**src/hdl/rmsbr_pkg.sv**
```systemverilog
package rmsbr_pkg;

  // Field and state widths
  localparam int SAMPLE_W   = 8;
  localparam int SQUARE_W   = 2 * SAMPLE_W;
  localparam int SUM_W      = 28;
  localparam int CNT_W      = 13;
  localparam int OFFSET_W   = 8;
  localparam int GAIN_W     = 12;
  localparam int RMS_W      = 12;
  localparam int BRIGHT_W   = 9;
  localparam int FRAC_SHIFT = 8;
  localparam int RMS_FRAC   = 4;
  localparam int DIVIDEND_W = SUM_W + FRAC_SHIFT;
  localparam int PROD_W     = RMS_W + GAIN_W;
  localparam int ROOT_REM_W = RMS_W + 3;
  localparam int ITER_W     = 6;

  // Frame limit and result limits
  localparam int MAX_FRAME_SAMPLES = 4096;
  localparam int RMS_MAX           = 4080;
  localparam int BRIGHT_MAX        = 256;

  // Iteration counts of the shared divide and root steps
  localparam int DIV_STEPS  = DIVIDEND_W;
  localparam int ROOT_STEPS = RMS_W;

  // Configuration registers
  localparam int CFG_IDX_W = 1;
  localparam int CFG_DATA_W = 12;
  localparam logic [CFG_IDX_W-1:0] CFG_LEVEL_OFFSET = 1'b0;
  localparam logic [CFG_IDX_W-1:0] CFG_GAIN_Q12     = 1'b1;
  localparam logic [OFFSET_W-1:0]  OFFSET_RESET     = 8'd145;
  localparam logic [GAIN_W-1:0]    GAIN_RESET       = 12'd205;

  typedef enum logic [1:0] {
    ST_IDLE,
    ST_DIV,
    ST_ROOT,
    ST_SCALE
  } rmsbr_state_t;

  // Commands from the controller to the datapath
  typedef struct packed {
    logic acc_en;
    logic frame_end;
    logic div_step;
    logic root_step;
    logic out_load;
  } rmsbr_cmd_t;

endpackage

```
**src/hdl/rms_level_to_brightness_unit.sv**
```systemverilog
// Frame RMS level meter. Unsigned PCM bytes stream in, one per cycle unless
// stalled, and are squared and summed; the byte flagged in_last_sample closes
// the frame and yields one result: rms_q4 = floor(sqrt(sum * 256 / count)),
// and brightness_q8 = (rms_q4 - 16 * level_offset) * gain_q12 / 256, clamped
// to 0..256. Bytes past 4096 in one frame are not counted. The frame-end
// computation runs on a shared restoring divider and a bit-serial square
// root, then a scale state, so out_valid rises once the DIV, ROOT and SCALE
// states have run after the edge that takes the last byte, later while an
// earlier result is still stalled in the output register. Bytes of the next
// frame are accepted meanwhile; only its closing byte is stalled until the
// previous frame's result has moved into the output register.
// Configuration writes (cfg_ready always high) belong while the block is idle.
module rms_level_to_brightness_unit (
  input  logic                                clk,
  input  logic                                rst_n,
  input  logic                                in_valid,
  output logic                                in_stall,
  input  logic [rmsbr_pkg::SAMPLE_W-1:0]      in_sample_byte,
  input  logic                                in_last_sample,
  output logic                                out_valid,
  input  logic                                out_stall,
  output logic [rmsbr_pkg::BRIGHT_W-1:0]      out_brightness_q8,
  output logic [rmsbr_pkg::RMS_W-1:0]         out_rms_q4,
  input  logic                                cfg_valid,
  output logic                                cfg_ready,
  input  logic [rmsbr_pkg::CFG_IDX_W-1:0]     cfg_index,
  input  logic [rmsbr_pkg::CFG_DATA_W-1:0]    cfg_data
);
  import rmsbr_pkg::*;

  rmsbr_cmd_t cmd;

  assign cfg_ready = 1'b1;

  rmsbr_ctrl u_ctrl (
    .clk            (clk),
    .rst_n          (rst_n),
    .in_valid       (in_valid),
    .in_last_sample (in_last_sample),
    .in_stall       (in_stall),
    .out_valid      (out_valid),
    .out_stall      (out_stall),
    .cmd            (cmd)
  );

  rmsbr_datapath u_datapath (
    .clk               (clk),
    .rst_n             (rst_n),
    .cmd               (cmd),
    .in_sample_byte    (in_sample_byte),
    .cfg_we            (cfg_valid && cfg_ready),
    .cfg_index         (cfg_index),
    .cfg_data          (cfg_data),
    .out_brightness_q8 (out_brightness_q8),
    .out_rms_q4        (out_rms_q4)
  );

endmodule

```
**src/hdl/rmsbr_ctrl.sv**
```systemverilog
module rmsbr_ctrl (
  input  logic                clk,
  input  logic                rst_n,
  input  logic                in_valid,
  input  logic                in_last_sample,
  output logic                in_stall,
  output logic                out_valid,
  input  logic                out_stall,
  output rmsbr_pkg::rmsbr_cmd_t cmd
);
  import rmsbr_pkg::*;

  rmsbr_state_t      state_r, state_nxt;
  logic [ITER_W-1:0] iter_r, iter_nxt;
  logic              out_valid_r, out_valid_nxt;
  logic              accept;

  // A frame end waits while the divide/root unit is busy; plain bytes never wait
  assign in_stall  = in_last_sample && (state_r != ST_IDLE);
  assign accept    = in_valid && !in_stall;
  assign out_valid = out_valid_r;

  // Hold state, counter and output flag
  always_ff @(posedge clk) begin
    if (!rst_n) begin
      state_r     <= ST_IDLE;
      iter_r      <= '0;
      out_valid_r <= 1'b0;
    end else begin
      state_r     <= state_nxt;
      iter_r      <= iter_nxt;
      out_valid_r <= out_valid_nxt;
    end
  end

  // Next state and commands
  always_comb begin
    state_nxt     = state_r;
    iter_nxt      = iter_r;
    cmd           = '0;
    cmd.acc_en    = accept;
    cmd.frame_end = accept && in_last_sample;
    case (state_r)
      ST_IDLE: begin
        iter_nxt = '0;
        if (cmd.frame_end) begin
          state_nxt = ST_DIV;
        end
      end
      ST_DIV: begin
        cmd.div_step = 1'b1;
        if (iter_r == ITER_W'(DIV_STEPS - 1)) begin
          iter_nxt  = '0;
          state_nxt = ST_ROOT;
        end else begin
          iter_nxt = iter_r + 1'b1;
        end
      end
      ST_ROOT: begin
        cmd.root_step = 1'b1;
        if (iter_r == ITER_W'(ROOT_STEPS - 1)) begin
          iter_nxt  = '0;
          state_nxt = ST_SCALE;
        end else begin
          iter_nxt = iter_r + 1'b1;
        end
      end
      ST_SCALE: begin
        if (!out_valid_r || !out_stall) begin
          cmd.out_load = 1'b1;
          state_nxt    = ST_IDLE;
        end
      end
      default: begin
        state_nxt = ST_IDLE;
      end
    endcase
  end

  // Output flag: set on load, drop on transfer
  always_comb begin
    if (cmd.out_load) begin
      out_valid_nxt = 1'b1;
    end else begin
      out_valid_nxt = out_valid_r && out_stall;
    end
  end

endmodule

```
**src/hdl/rmsbr_datapath.sv**
```systemverilog
module rmsbr_datapath (
  input  logic                                  clk,
  input  logic                                  rst_n,
  input  rmsbr_pkg::rmsbr_cmd_t                 cmd,
  input  logic [rmsbr_pkg::SAMPLE_W-1:0]        in_sample_byte,
  input  logic                                  cfg_we,
  input  logic [rmsbr_pkg::CFG_IDX_W-1:0]       cfg_index,
  input  logic [rmsbr_pkg::CFG_DATA_W-1:0]      cfg_data,
  output logic [rmsbr_pkg::BRIGHT_W-1:0]        out_brightness_q8,
  output logic [rmsbr_pkg::RMS_W-1:0]           out_rms_q4
);
  import rmsbr_pkg::*;

  logic [OFFSET_W-1:0]   offset_r;
  logic [GAIN_W-1:0]     gain_r;
  logic [SUM_W-1:0]      sum_r;
  logic [CNT_W-1:0]      count_r;
  logic [DIVIDEND_W-1:0] work_r;
  logic [CNT_W-1:0]      divisor_r;
  logic [CNT_W-1:0]      div_rem_r;
  logic [ROOT_REM_W-1:0] root_rem_r;
  logic [RMS_W-1:0]      root_r;
  logic [BRIGHT_W-1:0]   bright_r;
  logic [RMS_W-1:0]      rms_r;

  logic [SQUARE_W-1:0]   square;
  logic                  room;
  logic [SUM_W-1:0]      sum_after;
  logic [CNT_W-1:0]      count_after;
  logic [CNT_W:0]        div_trial;
  logic                  div_ge;
  logic [CNT_W:0]        div_diff;
  logic [ROOT_REM_W-1:0] root_shift;
  logic [ROOT_REM_W-1:0] root_trial;
  logic                  root_ge;
  logic [RMS_W-1:0]      rms_clamped;
  logic [RMS_W-1:0]      base;
  logic [RMS_W-1:0]      diff;
  logic [PROD_W-1:0]     prod;
  logic [PROD_W-FRAC_SHIFT-1:0] scaled;
  logic [BRIGHT_W-1:0]   bright_c;

  // Accumulate squares until the frame limit
  assign square      = in_sample_byte * in_sample_byte;
  assign room        = count_r < CNT_W'(MAX_FRAME_SAMPLES);
  assign sum_after   = room ? sum_r + SUM_W'(square) : sum_r;
  assign count_after = room ? count_r + 1'b1 : count_r;

  // Restoring divide: one quotient bit per step
  assign div_trial = {div_rem_r, work_r[DIVIDEND_W-1]};
  assign div_ge    = div_trial >= {1'b0, divisor_r};
  assign div_diff  = div_trial - {1'b0, divisor_r};

  // Digit-by-digit square root: one root bit per step
  assign root_shift = {root_rem_r[ROOT_REM_W-3:0], work_r[2*RMS_W-1 -: 2]};
  assign root_trial = {1'b0, root_r, 2'b01};
  assign root_ge    = root_shift >= root_trial;

  // Scale rms into clamped brightness
  assign rms_clamped = (root_r > RMS_W'(RMS_MAX)) ? RMS_W'(RMS_MAX) : root_r;
  assign base        = {offset_r, {RMS_FRAC{1'b0}}};
  assign diff        = (rms_clamped > base) ? rms_clamped - base : '0;
  assign prod        = diff * gain_r;
  assign scaled      = prod[PROD_W-1:FRAC_SHIFT];
  assign bright_c    = (scaled > (PROD_W-FRAC_SHIFT)'(BRIGHT_MAX)) ?
                       BRIGHT_W'(BRIGHT_MAX) : scaled[BRIGHT_W-1:0];

  // Configuration registers and frame accumulators
  always_ff @(posedge clk) begin
    if (!rst_n) begin
      offset_r <= OFFSET_RESET;
      gain_r   <= GAIN_RESET;
      sum_r    <= '0;
      count_r  <= '0;
    end else begin
      if (cfg_we) begin
        case (cfg_index)
          CFG_LEVEL_OFFSET: offset_r <= cfg_data[OFFSET_W-1:0];
          CFG_GAIN_Q12:     gain_r   <= cfg_data[GAIN_W-1:0];
          default: ;
        endcase
      end
      if (cmd.frame_end) begin
        sum_r   <= '0;
        count_r <= '0;
      end else if (cmd.acc_en) begin
        sum_r   <= sum_after;
        count_r <= count_after;
      end
    end
  end

  // Divide and root working registers
  always_ff @(posedge clk) begin
    if (cmd.frame_end) begin
      work_r     <= {sum_after, {FRAC_SHIFT{1'b0}}};
      divisor_r  <= count_after;
      div_rem_r  <= '0;
      root_rem_r <= '0;
      root_r     <= '0;
    end else if (cmd.div_step) begin
      work_r    <= {work_r[DIVIDEND_W-2:0], div_ge};
      div_rem_r <= div_ge ? div_diff[CNT_W-1:0] : div_trial[CNT_W-1:0];
    end else if (cmd.root_step) begin
      work_r     <= {work_r[DIVIDEND_W-3:0], 2'b00};
      root_rem_r <= root_ge ? root_shift - root_trial : root_shift;
      root_r     <= {root_r[RMS_W-2:0], root_ge};
    end
  end

  // Output register
  always_ff @(posedge clk) begin
    if (cmd.out_load) begin
      bright_r <= bright_c;
      rms_r    <= rms_clamped;
    end
  end

  assign out_brightness_q8 = bright_r;
  assign out_rms_q4        = rms_r;

endmodule

```
**config.mk**
```make
export PLATFORM = sky130hd
export DESIGN_NAME = rms_level_to_brightness_unit
export DESIGN_NICKNAME = d
export VERILOG_FILES = /design/src/hdl/rmsbr_pkg.sv /design/src/hdl/rms_level_to_brightness_unit.sv /design/src/hdl/rmsbr_ctrl.sv /design/src/hdl/rmsbr_datapath.sv
export SDC_FILE = /design/constraint.sdc
export NUM_CORES = 1
export LEC_CHECK = 0
export ABC_AREA = 1
export BUFFER_PORTS_ARGS = -buffer_cell sky130_fd_sc_hd__buf_4
export CAP_MARGIN = 20
export CORE_ASPECT_RATIO = 0.7
export CORE_MARGIN = 5
export CORE_UTILIZATION = 40
export DETAILED_ROUTE_END_ITERATION = 10
export SYNTH_ARGS = -nofsm -noshare
export SYNTH_HDL_FRONTEND = slang
export SYNTH_HIERARCHICAL = 1
export SYNTH_SLANG_ARGS = --single-unit
```
**constraint.sdc**
```tcl
create_clock -name clk -period 7.8 [get_ports clk]
set_input_delay 0.78 -clock clk [delete_from_list [all_inputs] [get_ports clk]]
set_output_delay 0.78 -clock clk [all_outputs]
set_load 0.005 [all_outputs]
```
==> metrics list, run 1 <==
* Achievable clock frequency: approximately 0.14 GHz
- The netlist uses 56 different library cells.
- The startpoint identified for the worst register-to-register timing path is u_datapath/root_r[4].
- Largest fanout of any net on the critical path: 9
- Clock buffers created by TritonCTS: 17
- Final setup fails: 0
- Summing over every cut layer, the via total after detailed routing is between 10000 and 15000.
- Total grt overflow: 0
- Growth of design area from synthesis to finish: 9.765%
- The worst setup path is of the reg2reg kind.
- Via-to-Cell Ratio: 4.998
* Area share of the largest cell type after synthesis: between 15 and 20%
- Overall fraction of global-route tracks in use: about a fifth
* WP data required: a little over 8 ns
* Crit path top cell by count: sky130_fd_sc_hd__inv_1
- Of the available clock period, the critical path in the final layout requires 93.22%.
- Setup total negative slack on the finished layout was measured at 0 ns.
- Cell count after synthesis: 2164
* Max-slew violations: 0
- Std cell rows: 62
- Die W: 252.5 microns
- Cell count of the worst hold path: 2
- Number of buffers on the longest clock path: 2
* Number of antenna violations at the first check in global routing: 0
* Worst hold path type: reg2reg
* Number of flip-flops and latches in the synthesized netlist: approximately 180
* DIE AREA: between 40000 and 50000 sq um
* Total area of multi-input combinational cells: approximately 10000 sq um
- Crit path largest cell delay: 0.55 ns
- Entering global routing, the biggest net connects slightly above 50 pins.
* Detailed-route wire length per cell: ~15 microns
- Source of the worst hold timing path: u_datapath/offset_r[5]
* Post-route ant nets: 0
- The library cells used most frequently in the layout, excluding fill and tap cells, are sky130_fd_sc_hd__nand2_1, sky130_fd_sc_hd__inv_1, sky130_fd_sc_hd__a21oi_1, sky130_fd_sc_hd__nor2_1, sky130_fd_sc_hd__o21ai_0.
- Final Total Pwr: around 7.0 mW
* Result of the run: finished, final reports clean
- Measured along the y axis, the die boundary spans ~180 microns.
- CTS Hold Buffers Added: 0
- Count of port buffers added during placement: 49
- Total iterations of the first detailed-routing run: 5
- The cell sitting at the root of the clock tree is a sky130_fd_sc_hd__clkbuf_16.
- Number of sinks handled by clock tree synthesis: approximately 180
* Average size of a mapped cell: 7.609 sq um
- Number of flops mapped to enable cells by yosys: 62
- Fraction of synthesis flops using an asynchronous set or reset pin: 0%
- First-pass GRT wire length: 69410 microns
- The repair_antennas step left the layout with diodes totalling 0.
- Part of the Yosys area used for sequential elements: about 25%
* Final count of hold timing violations: 0
- Worst rel slew slack: approximately two fifths
- Nets in the synthesized netlist: 2472
* Number of top-level pins: 51
* Worst setup skew after layout: 0.01494 ns
* Initial Utilization: 40.28%
- The filler cells instantiated in the layout total ~4100.
- Leakage Power: between 9 and 10 nW
- TritonCTS built the clock tree.
- The cell area that synthesis handed to floorplanning was around 16000 sq um.
- Warnings from Yosys: 6
- Setup repair after global routing left no endpoint under its margin.
- Number of cells on the worst reg-to-reg path: 34
- Core area: ~41000 sq um
- Counting I/O delays and the setup requirement, the final critical path takes a little over 7 ns.
- The detailed router finished its first iteration with 988 violations.
- The via count of the first global-routing pass was approximately 13000.
- Share of the core filled with cells in the final layout: 44.21%
- Top flip-flop cell by instance count after synthesis: sky130_fd_sc_hd__dfxtp_1
* Actual transition at the worst max-transition pin: 0.8934 ns
- Ranking of synthesized cells by area: sky130_fd_sc_hd__fa_1, sky130_fd_sc_hd__dfxtp_1, sky130_fd_sc_hd__edfxtp_1, sky130_fd_sc_hd__ha_1, sky130_fd_sc_hd__nand2_1
* Number of max-capacitance violations reported: 0
- Data arrival at the endpoint of the critical path: ~7.6 ns
- After routing the design area is approximately 18000 sq um.
* H-tree levels: 4
* CP startpoint: u_datapath/root_r[4]
* Routability cong.: 0.9439
- Ratio of total power to cell area: slightly below 400 nW/um^2
- DRC Markers: 0
- STA classifies the critical path endpoint as a flop.
- Share of final-layout standard cells stronger than drive strength 1: under 10%
- Net count of the finished layout: between 2000 and 2500
* Cell Area, Placed: between 15000 and 20000 sq um
- Most common library cell in the layout ignoring fill and taps: sky130_fd_sc_hd__nand2_1
- The routed design has between 40000 and 50000 microns of wire.
* Dominant cell type by area after synthesis: sky130_fd_sc_hd__fa_1
- Peak ir drop on the vdd network: between 0.15 and 0.2 mV
- Total area of sequential cells: 4184 sq um
* HPWL after DPL: 33190 microns
- Clock input transition at the sequential cells of the worst setup and hold paths: 0.08 ns
- For this design, the slowest cell found on the critical path is sky130_fd_sc_hd__fa_1.
- Critical path startpoint category: flop
* Insertion delay to the later sink of the worst-skew pair: around 0.46 ns
==> final timing paths <==
path                                     end  slack (ns)
min reg2reg           u_datapath/offset_r[5]        0.47
min                   u_datapath/offset_r[5]        0.47
max reg2reg  u_datapath/out_brightness_q8[0]        0.53
max          u_datapath/out_brightness_q8[0]        0.53
==> critical path: cells and delay by family (launching register included) <==
kind                     cells  cell delay [ns]
flip-flops                   1             0.41
AND/OR/NAND/NOR             13             1.42
buffers and inverters        9             0.83
AO/OA/AOI/OAI                4             0.98
adder cells (fa/ha/maj)      8             3.50
==> cells by family (layout without fill, tap and decap cells) <==
| logic type | after synthesis | in the layout | share of synthesized area, % |
|---|---|---|---|
| other cells | 1 | 1 | 0.02277 |
| flops | 178 | 178 | 25.41 |
| mux | 7 | 7 | 0.4331 |
| xor+xnor | 51 | 51 | 2.713 |
| compound gates | 391 | 391 | 12.86 |
| buf+inv | 507 | 531 | 11.64 |
| simple gates | 748 | 748 | 19.18 |
| fa+ha+maj | 281 | 281 | 27.74 |
==> state kept, by name, indices dropped and copies added (netlist names), 8 cells and up <==
signal,cells
u_datapath/count_r,13
u_datapath/work_r,36
u_datapath/out_brightness_q8,9
u_datapath/gain_r,12
u_datapath/sum_r,28
u_datapath/div_rem_r,13
u_datapath/out_rms_q4,12
u_datapath/divisor_r,13
u_datapath/offset_r,8
u_datapath/root_rem_r,13
u_datapath/root_r,12
==> where the power goes <==
part	switching, mW	total, mW	leakage [nW]	internal [mW]
registers	0.188	1.51	1.55	1.32
logic	2.91	4.60	7.17	1.69
clock network	0.457	0.926	0.306	0.469
total	3.55	7.04	9.02	3.49
==> synth_stat cells, types with 6 or more instances <==
library cell,count
sky130_fd_sc_hd__a21o_1,7
sky130_fd_sc_hd__a21oi_1,169
sky130_fd_sc_hd__a31oi_1,13
sky130_fd_sc_hd__clkbuf_1,67
sky130_fd_sc_hd__dfxtp_1,116
sky130_fd_sc_hd__edfxtp_1,62
sky130_fd_sc_hd__fa_1,140
sky130_fd_sc_hd__ha_1,141
sky130_fd_sc_hd__inv_1,417
sky130_fd_sc_hd__inv_2,6
sky130_fd_sc_hd__mux2i_1,6
sky130_fd_sc_hd__nand2_1,432
sky130_fd_sc_hd__nand2_2,13
sky130_fd_sc_hd__nand3_1,66
sky130_fd_sc_hd__nand3b_1,7
sky130_fd_sc_hd__nand4_1,14
sky130_fd_sc_hd__nor2_1,164
sky130_fd_sc_hd__nor2_2,10
sky130_fd_sc_hd__nor3_1,16
sky130_fd_sc_hd__nor4_1,6
sky130_fd_sc_hd__o211ai_1,22
sky130_fd_sc_hd__o21ai_0,148
sky130_fd_sc_hd__o21ai_1,7
sky130_fd_sc_hd__or2_2,8
sky130_fd_sc_hd__xnor2_1,15
sky130_fd_sc_hd__xor2_1,36
==> layer usage <==
metal,up-vias,GRT usage [%],wire [microns]
li1,6855,-,-
met1,6384,29.39,21820
met2,377,25.43,16130
met3,39,4.551,3039
met4,0,4.384,620
met5,-,0,0
==> timing repair <==
action | 4_1_cts | 5_1_grt
resized for setup | 0 | 7
setup endpoints to repair | 0 | 9
setup buffers | 0 | 5
==> per-stage QoR <==
stage | hold WS [ns] | std cells | setup WS [ns]
after floorplan | 0.4353 | 2164 | 0.9743
after global placement | 0.4523 | 2693 | 0.6601
after detailed placement | 0.4583 | 2693 | 0.4753
after CTS | 0.4679 | 2725 | 0.4389
after global routing | 0.5024 | 2732 | 0.04079
final | 0.4745 | 2732 | 0.5289
==> area by class of cell <==
type / instances / share of cell area [%]
Inverter: 429 / 8.958
Multi-Input combinational cell: 1479 / 57.51
Timing Repair Buffer: 70 / 3.129
Tap cell: 544 / 3.766
Clock buffer: 17 / 2.354
Clock inverter: 15 / 1.135
Sequential cell: 178 / 23.15
No activity file was read; power rests on OpenSTA's default activity.
==> run 2, diff against run 1 <==
ABC_AREA = default   (was 1)
CAP_MARGIN = 40   (was 20)
==> run 2 against run 1 <==
Critical path depth is 6 lower. Setup slack worse by 0.23 ns. Global-route usage is 1.8 points lower. Largest cell class unchanged. Via count is 8.3% lower. Die area is 0.48% lower. Sequential power is 9% lower. Fmax is 3.1% lower. Synthesized cell count is 13% lower.
==> metrics list, run 2 <==
- The detailed route wirelength on metal2 came to 15680 microns (-2.8%).
- Final routed wirelength across all metal layers: 38060 microns (-8.5%)
- The sink count of the clock tree is 178 (unchanged).
- The gate count of the mapped netlist is 1878 (-13%).
- The largest total area in the synthesized netlist belongs to sky130_fd_sc_hd__fa_1.
* H-tree levels: 4 (unchanged)
- Total iterations of the first detailed-routing run: 5 (unchanged)
- Largest fanout of any net on the critical path: 9 (unchanged)
* Std cell rows: 62 (unchanged)
- The proportion of register bits with asynchronous set or reset after synthesis is 0% (unchanged).
- The yosys synthesis warning count was 6 (unchanged).
- The area taken by multi-input logic gates is 11060 sq um (+6.5%).
- Post-route ant nets: 0 (unchanged)
* Routability cong.: 0.8698 (-7.9%)
- The slew at the pin closest to its max-slew limit was 0.7910 ns (-0.1024 ns).
* Ranking of synthesized cells by area: sky130_fd_sc_hd__fa_1, sky130_fd_sc_hd__dfxtp_1, sky130_fd_sc_hd__edfxtp_1, sky130_fd_sc_hd__ha_1, sky130_fd_sc_hd__nand2_1
- The most used flip-flop cell after synthesis is sky130_fd_sc_hd__dfxtp_1.
- Total area of sequential cells: 4184 sq um (unchanged)
- Critical Setup Path Class: reg2reg
- The wire length on met1 was 19370 microns (-11%).
* Post-route insts no fill: 2437 (-11%)
- Main combinational cell family by area after synthesis: adder cells
- Insertion delay to the later sink of the worst-skew pair: 0.46 ns (about the same)
- The count of endpoints failing setup in the final report was 0 (unchanged).
- Vias in the first global route: 11830 (-12%)
- Area share of the largest cell type after synthesis: 17.11% (+0.086 points)
- Number of top-level pins: 51 (unchanged)
* WP data required: 7.99 ns (-0.13 ns)
- Number of DRC markers after the initial detailed-route iteration: 751 (-24%)
- The total inserted antenna cells is 0 (unchanged).
- Number of buffers on the longest clock path: 2 (unchanged)
* Number of antenna violations at the first check in global routing: 0 (unchanged)
* Vertical die dimension: 179.3 microns (-0.24%)
* Area share of xor/xnor cells in the synthesized design: 5.132% (+2.4 points)
- TritonCTS built the clock tree.
- The per-instance average area after synthesis is 8.724 sq um (+15%).
- For this design, the slowest cell found on the critical path is sky130_fd_sc_hd__fa_1.
- The adder-cell share of the synthesized area came to 27.88% (+0.14 points).
- Achievable clock frequency: 0.1333 GHz (-3.1%)
- HPWL after DPL: 29040 microns (-12%)
- Buffer cell driving the clock tree root: sky130_fd_sc_hd__clkbuf_16
* Max-slew violations: 0 (unchanged)
- Share of synthesized cell area in and, or, nand and nor gates: 18.88% (-0.30 points)
* Library cell with the highest instance count after synthesis: sky130_fd_sc_hd__nand2_1
- The flow ran to the end, and the final reports show no timing, DRC or antenna violations.
* DIE AREA: 45170 sq um (-0.48%)
- Pin count of the biggest net entering global routing: 77 (+51%)
- The flip-flop and latch count after synthesis came to 178 (unchanged).
- The net count of the mapped netlist was 2186 (-12%).
- The stage delay of the slowest cell on the critical path came to 0.55 ns (about the same).
- The routed wirelength normalized by instance count came to 15.62 microns (+2.5%).
- The final critical-path required period came to 7.501 ns (+0.2296 ns).
- Peak ir drop on the vdd network: 0.1528 mV (-14%)
* Crit path top cell by count: sky130_fd_sc_hd__fa_1
- The mean number of vias per cell is 5.137 (+2.8%).
- The number of instances in the placed design came to 2397 (-11%).
- Critical path startpoint category: flop
- Uppermost layer routed: met4
- Leading cell types by count after synthesis: sky130_fd_sc_hd__nand2_1, sky130_fd_sc_hd__inv_1, sky130_fd_sc_hd__ha_1
- Overall fraction of global-route tracks in use: 16.85% (-1.8 points)
- The final-layout fill cell count was 3950 (-3.4%).
- The post-synthesis instance area came to 16380 sq um (-0.50%).
- The post-synthesis compound-gate area fraction is 12.46% (-0.41 points).
- Worst hold path type: reg2reg
- Leaving out fill and tap cells, the most frequent cell in the layout is sky130_fd_sc_hd__nand2_1.
* Final count of hold timing violations: 0 (unchanged)
* Data arrival at the endpoint of the critical path: 7.69 ns (+0.10 ns)
* Count of port buffers added during placement: 49 (unchanged)
- First-pass GRT wire length: 62160 microns (-10%)
- Die W: 251.9 microns (-0.24%)
- Routed length on met3: 2715 microns (-11%)
- The worst setup path is captured at a flop.
- Share of final-layout standard cells stronger than drive strength 1: 8.505% (+1.0 points)
* Final clock period utilization by the worst path: 96.16% (+2.9 points)
- Largest registers: u_datapath/work_r (36), u_datapath/sum_r (28)
- Commonest non-fill, non-tap cells in the layout: sky130_fd_sc_hd__nand2_1, sky130_fd_sc_hd__inv_1, sky130_fd_sc_hd__fa_1, sky130_fd_sc_hd__ha_1, sky130_fd_sc_hd__nor2_1
* Leakage Power: 8.015 nW (-11%)
* Worst setup skew after layout: 0.01815 ns (+0.003208 ns)
- Ratio of total power to cell area: 257.9 nW/um^2 (-34%)
* Part of the Yosys area used for sequential elements: 25.54% (+0.13 points)
- Growth of design area from synthesis to finish: 10.20%
- DRC Markers: 0 (unchanged)
* Number of flops mapped to enable cells by yosys: 62 (unchanged)
* Largest register FFs: 36 (unchanged)
* Register-to-register setup slack: 0.30 ns (-0.23 ns)
- Worst hold-check slack: 0.4764 ns (+0.001831 ns)
* Register containing the most flip-flops in the final layout: u_datapath/work_r
* Net count of the finished layout: 2188 (-12%)
- The share of synthesized area spent on multiplexers was 2.352% (+1.9 points).
* Total via count after detailed routing: 12520 (-8.3%)
* Yosys cell types: 73 (+30%)
- The setup TNS after final layout was 0 ns (unchanged).
* Number of max-capacitance violations reported: 0 (unchanged)
* Clock input transition at the sequential cells of the worst setup and hold paths: 0.07 ns (about the same)
- The aggregate global routing overflow was 0 (unchanged).
- The headroom to the max-slew limit was 47.10% (+6.7 points).
- Clock buffers created by TritonCTS: 17 (unchanged)
- Initial Utilization: 40.23% (-0.049 points)
- CTS Hold Buffers Added: 0 (unchanged)
* Core area: 40730 sq um (-0.38%)
==> run 2: path summary, 6_finish.rpt <==
path / start / to / cells past startpoint
worst max-delay path: u_datapath/root_r[4] / u_datapath/out_brightness_q8[8] / 28
worst min-delay path: u_ctrl/iter_r[1] / u_ctrl/iter_r[1] / 2
worst max register to register: u_datapath/root_r[4] / u_datapath/out_brightness_q8[8] / 28
worst min register to register: u_ctrl/iter_r[1] / u_ctrl/iter_r[1] / 2
==> run 2: cells by family after synthesis <==
| group | after synthesis |
|---|---|
| XOR/XNOR | 96 |
| adder cells (fa/ha/maj) | 281 |
| AO/OA/AOI/OAI | 314 |
| AND/OR/NAND/NOR | 637 |
| flip-flops | 178 |
| buffers and inverters | 333 |
| other | 1 |
| multiplexers | 38 |
==> run 2: final cells by class <==
| type | count | share of cell area, % |
|---|---|---|
| multi-input combinational | 1369 | 61.29 |
| clock inverter | 13 | 0.8940 |
| tap | 544 | 3.770 |
| inverter | 232 | 4.824 |
| clock buffer | 19 | 2.509 |
| timing repair buffer | 82 | 3.541 |
| sequential | 178 | 23.18 |
==> run 2: timing repair <==
item                                    4_1_cts  5_1_grt
setup buffers                                 0        6
gates resized for setup                       0       17
endpoints found under the setup margin        0        9
==> run 2: stage by stage <==
stage / cell area [sq um] / total power, mW / util [%] / worst slack (ns)
final: 18050 / 4.657 / 44.33 / 0.2993
after global routing: 18050 / 5.093 / 44.33 / -0.07004
after CTS: 17910 / 4.698 / 43.97 / 0.1854
after detailed placement: 17290 / 3.771 / 42.46 / 0.2522
after global placement: 17250 / 3.707 / 42.35 / 0.4644
after floorplan: 16380 / 3.255 / - / 0.4258
==> run 2: per-layer routing <==
| layer | track usage, % | vias to the layer above |
|---|---|---|
| met1 | 26.19 | 5934 |
| met4 | 2.825 | 0 |
| met2 | 24.16 | 354 |
| met3 | 3.857 | 24 |
| met5 | 0 | - |
| li1 | - | 6207 |
==> run 2: where the power goes <==
group / switching, mW / internal (mW)
Combinational: 1.37 / 1.02
Clock: 0.422 / 0.477
Sequential: 0.149 / 1.22
==> run 2: critical path, delay by kind of cell, from the launching register on <==
kind / cells / cell delay [ns]
AOI/OAI and AO/OA: 4 / 0.90
buffers and inverters: 6 / 0.57
adders and majority gates: 8 / 3.58
DFF: 1 / 0.33
xor gates and xnor gates: 1 / 0.18
and+or+nand+nor: 9 / 1.65
==> run 3, diff against run 2 <==
ABC_AREA = 1   (was default)
SKIP_LAST_GASP = 1   (was default)
==> run 3 against run 2 <==
Flip-flop and latch count unchanged. First-iteration DRC count up 40%. Sequential share of layout area about the same. Wire length up 9.7%.
==> metrics list, run 3 (synthesis gave the netlist of run 1 again) <==
- Number of sinks handled by clock tree synthesis: 178 (unchanged)
- The clock-pin slew reported for the worst setup and hold paths after clock tree synthesis came to 0.08 ns (about the same).
* Insertion delay to the later sink of the worst-skew pair: 0.46 ns (about the same)
* Pin count of the biggest net entering global routing: 51 (-34%)
- From synthesis to final layout, the design area changed by 9.726%.
- The number of flip-flops in the largest register was 36 (unchanged).
- The last weighted congestion value of the routability-driven placer came to 0.9439 (+8.5%).
- Layout Cell Area excl Fill: 18070 sq um (about the same)
* Overall fraction of global-route tracks in use: 18.73% (+1.9 points)
- In the final layout, the registers with the most flip-flops are u_datapath/work_r (36), u_datapath/sum_r (28).
- The count of pins on the block boundary was 51 (unchanged).
- The achievable frequency is 0.1379 GHz (+3.4%).
- The via count of the first global-routing pass is 13300 (+12%).
- DIE AREA: 45390 sq um (+0.48%)
* Net count of the finished layout: 2485 (+14%)
- Std cell rows: 62 (unchanged)
- The count of unresolved DRC violations after routing came to 0 (unchanged).
- STA classifies the critical path startpoint as a flop.
* Number of max-capacitance violations reported: 0 (unchanged)
* Total grt overflow: 0 (unchanged)
- Peak ir drop on the vdd network: 0.1665 mV (+9.0%)
- Die W: 252.5 microns (+0.24%)
- The setup slack at placement is 0.5124 ns (+0.2601 ns).
* Critical Setup Path Class: reg2reg
- The mean number of vias per cell is 4.993 (-2.8%).
- Origin of the critical flop-to-flop path: u_datapath/root_r[4]
- The estimated wirelength of the detail-placed design came to 33400 microns (+15%).
- Share of final-layout standard cells stronger than drive strength 1: 7.443% (-1.1 points)
* Worst hold-check slack: 0.4775 ns (+0.001188 ns)
* Detailed-route wire length per cell: 15.27 microns (-2.2%)
* Register containing the most flip-flops in the final layout: u_datapath/work_r
- Final critical path time including I/O delays and setup: 7.251 ns (-0.2494 ns)
- The wire length of the first global-routing pass is 69540 microns (+12%).
* Commonest non-fill, non-tap cells in the layout: sky130_fd_sc_hd__nand2_1, sky130_fd_sc_hd__inv_1, sky130_fd_sc_hd__a21oi_1, sky130_fd_sc_hd__nor2_1, sky130_fd_sc_hd__o21ai_0
- By instance count, the cell type seen most on the critical path is sky130_fd_sc_hd__inv_1.
* Least setup slack across all paths after layout: 0.5487 ns (+0.2494 ns)
* Leakage Power: 9.037 nW (+13%)
- The max-slew violation count was 0 (unchanged).
- The count of final hold-check violations was 0 (unchanged).
- The vertical die dimension is 179.8 microns (+0.24%).
- WP data required: 8.12 ns (+0.13 ns)
* Total via count after detailed routing: 13650 (+9.1%)
* Largest fanout of any net on the critical path: 9 (unchanged)
- Cell family with most CP delay: adder cells
- The run finished with clean final reports.
* Worst setup skew after layout: 0.01157 ns (-0.006580 ns)
- Data arrival at the endpoint of the critical path: 7.57 ns (-0.12 ns)
- Total placed cells including tap cells: 2697 (+13%)
* Crit path largest cell delay: 0.55 ns (about the same)
* Most common library cell in the layout ignoring fill and taps: sky130_fd_sc_hd__nand2_1
* Worst hold path type: reg2reg
- The maximum number of buffers from clock root to sink came to 2 (unchanged).
- The number of buffers added on ports came to 49 (unchanged).
* Source of the worst hold timing path: u_datapath/offset_r[5]
- Clock buffers created by TritonCTS: 17 (unchanged)
* Buffer cell driving the clock tree root: sky130_fd_sc_hd__clkbuf_16
- Max stage delay cell, worst path: sky130_fd_sc_hd__fa_1
- The power per standard cell area was 389.0 nW/um^2 (+51%).
* Final Total Pwr: 7.028 mW (+51%)
- The filler-free cell count of the finished design is 2734 (+12%).
- Initial Utilization: 40.28% (+0.049 points)
- The buffers plus inverters on the worst setup path came to 10 (+4).
- The count of endpoints failing setup in the final report came to 0 (unchanged).
- The total inserted antenna cells is 0 (unchanged).
- Crit end category: flop
- Total iterations of the first detailed-routing run: 5 (unchanged)
* Worst rel slew slack: 44.42% (-2.7 points)
- Number of antenna violations at the first check in global routing: 0 (unchanged)
- The setup TNS after final layout was 0 ns (unchanged).
* Actual transition at the worst max-transition pin: 0.8324 ns (+0.04148 ns)
- H-tree levels: 4 (unchanged)
* Final routed wirelength across all metal layers: 41750 microns (+9.7%)
* Post-route ant nets: 0 (unchanged)
- The final design utilization is 44.19% (-0.13 points).
* CP startpoint: u_datapath/root_r[4]
* Core area: 40880 sq um (+0.38%)
- The number of design-rule violations left by the first detailed-router iteration came to 1053 (+40%).
- Final clock period utilization by the worst path: 92.97% (-3.2 points)
- Cell Area, Placed: 17400 sq um (+0.64%)
- TritonCTS built the clock tree.
run 3: timing repair:
item | 4_1_cts | 5_1_grt
resized for setup | 0 | 4
setup buffers | 0 | 5
hold buffers | 0 | 0
endpoints found under the setup margin | 0 | 9
run 3: tightest hold or removal path: stages, from the launching register on:
cell                      delay, ns
sky130_fd_sc_hd__dfxtp_1       0.30
sky130_fd_sc_hd__inv_1         0.07
sky130_fd_sc_hd__a21oi_1       0.06
run 3: cell type report:
type | instances | area [sq um]
well taps | 544 | 680.7
multi-input cells | 1479 | 10390
fillers | 4080 | 22810
repair buffers | 72 | 591.8
flip-flops and latches | 178 | 4184
clock buffers | 17 | 425.4
inverters | 429 | 1615
clock inverters | 15 | 183.9
run 3: where the power goes:
part	total, mW	switching (mW)	internal (mW)
Combinational	4.63	2.93	1.70
Sequential	1.51	0.188	1.32
Clock	0.891	0.454	0.437
run 3: final timing paths:
path | slack [ns] | depth (start not counted) | to
max | 0.55 | 38 | u_datapath/out_brightness_q8[0]
min | 0.48 | 2 | u_datapath/offset_r[5]
max reg2reg | 0.55 | 38 | u_datapath/out_brightness_q8[0]
min reg2reg | 0.48 | 2 | u_datapath/offset_r[5]
run 3: layer usage:
layer	track usage [%]	share of wire [%]	wire length, microns	vias to the layer above
li1	-	-	-	6867
met1	29.79	52	21630	6364
met2	25.72	39	16470	388
met3	4.161	7.6	3184	33
met4	3.993	1.1	458	0
met5	0	0	0	-
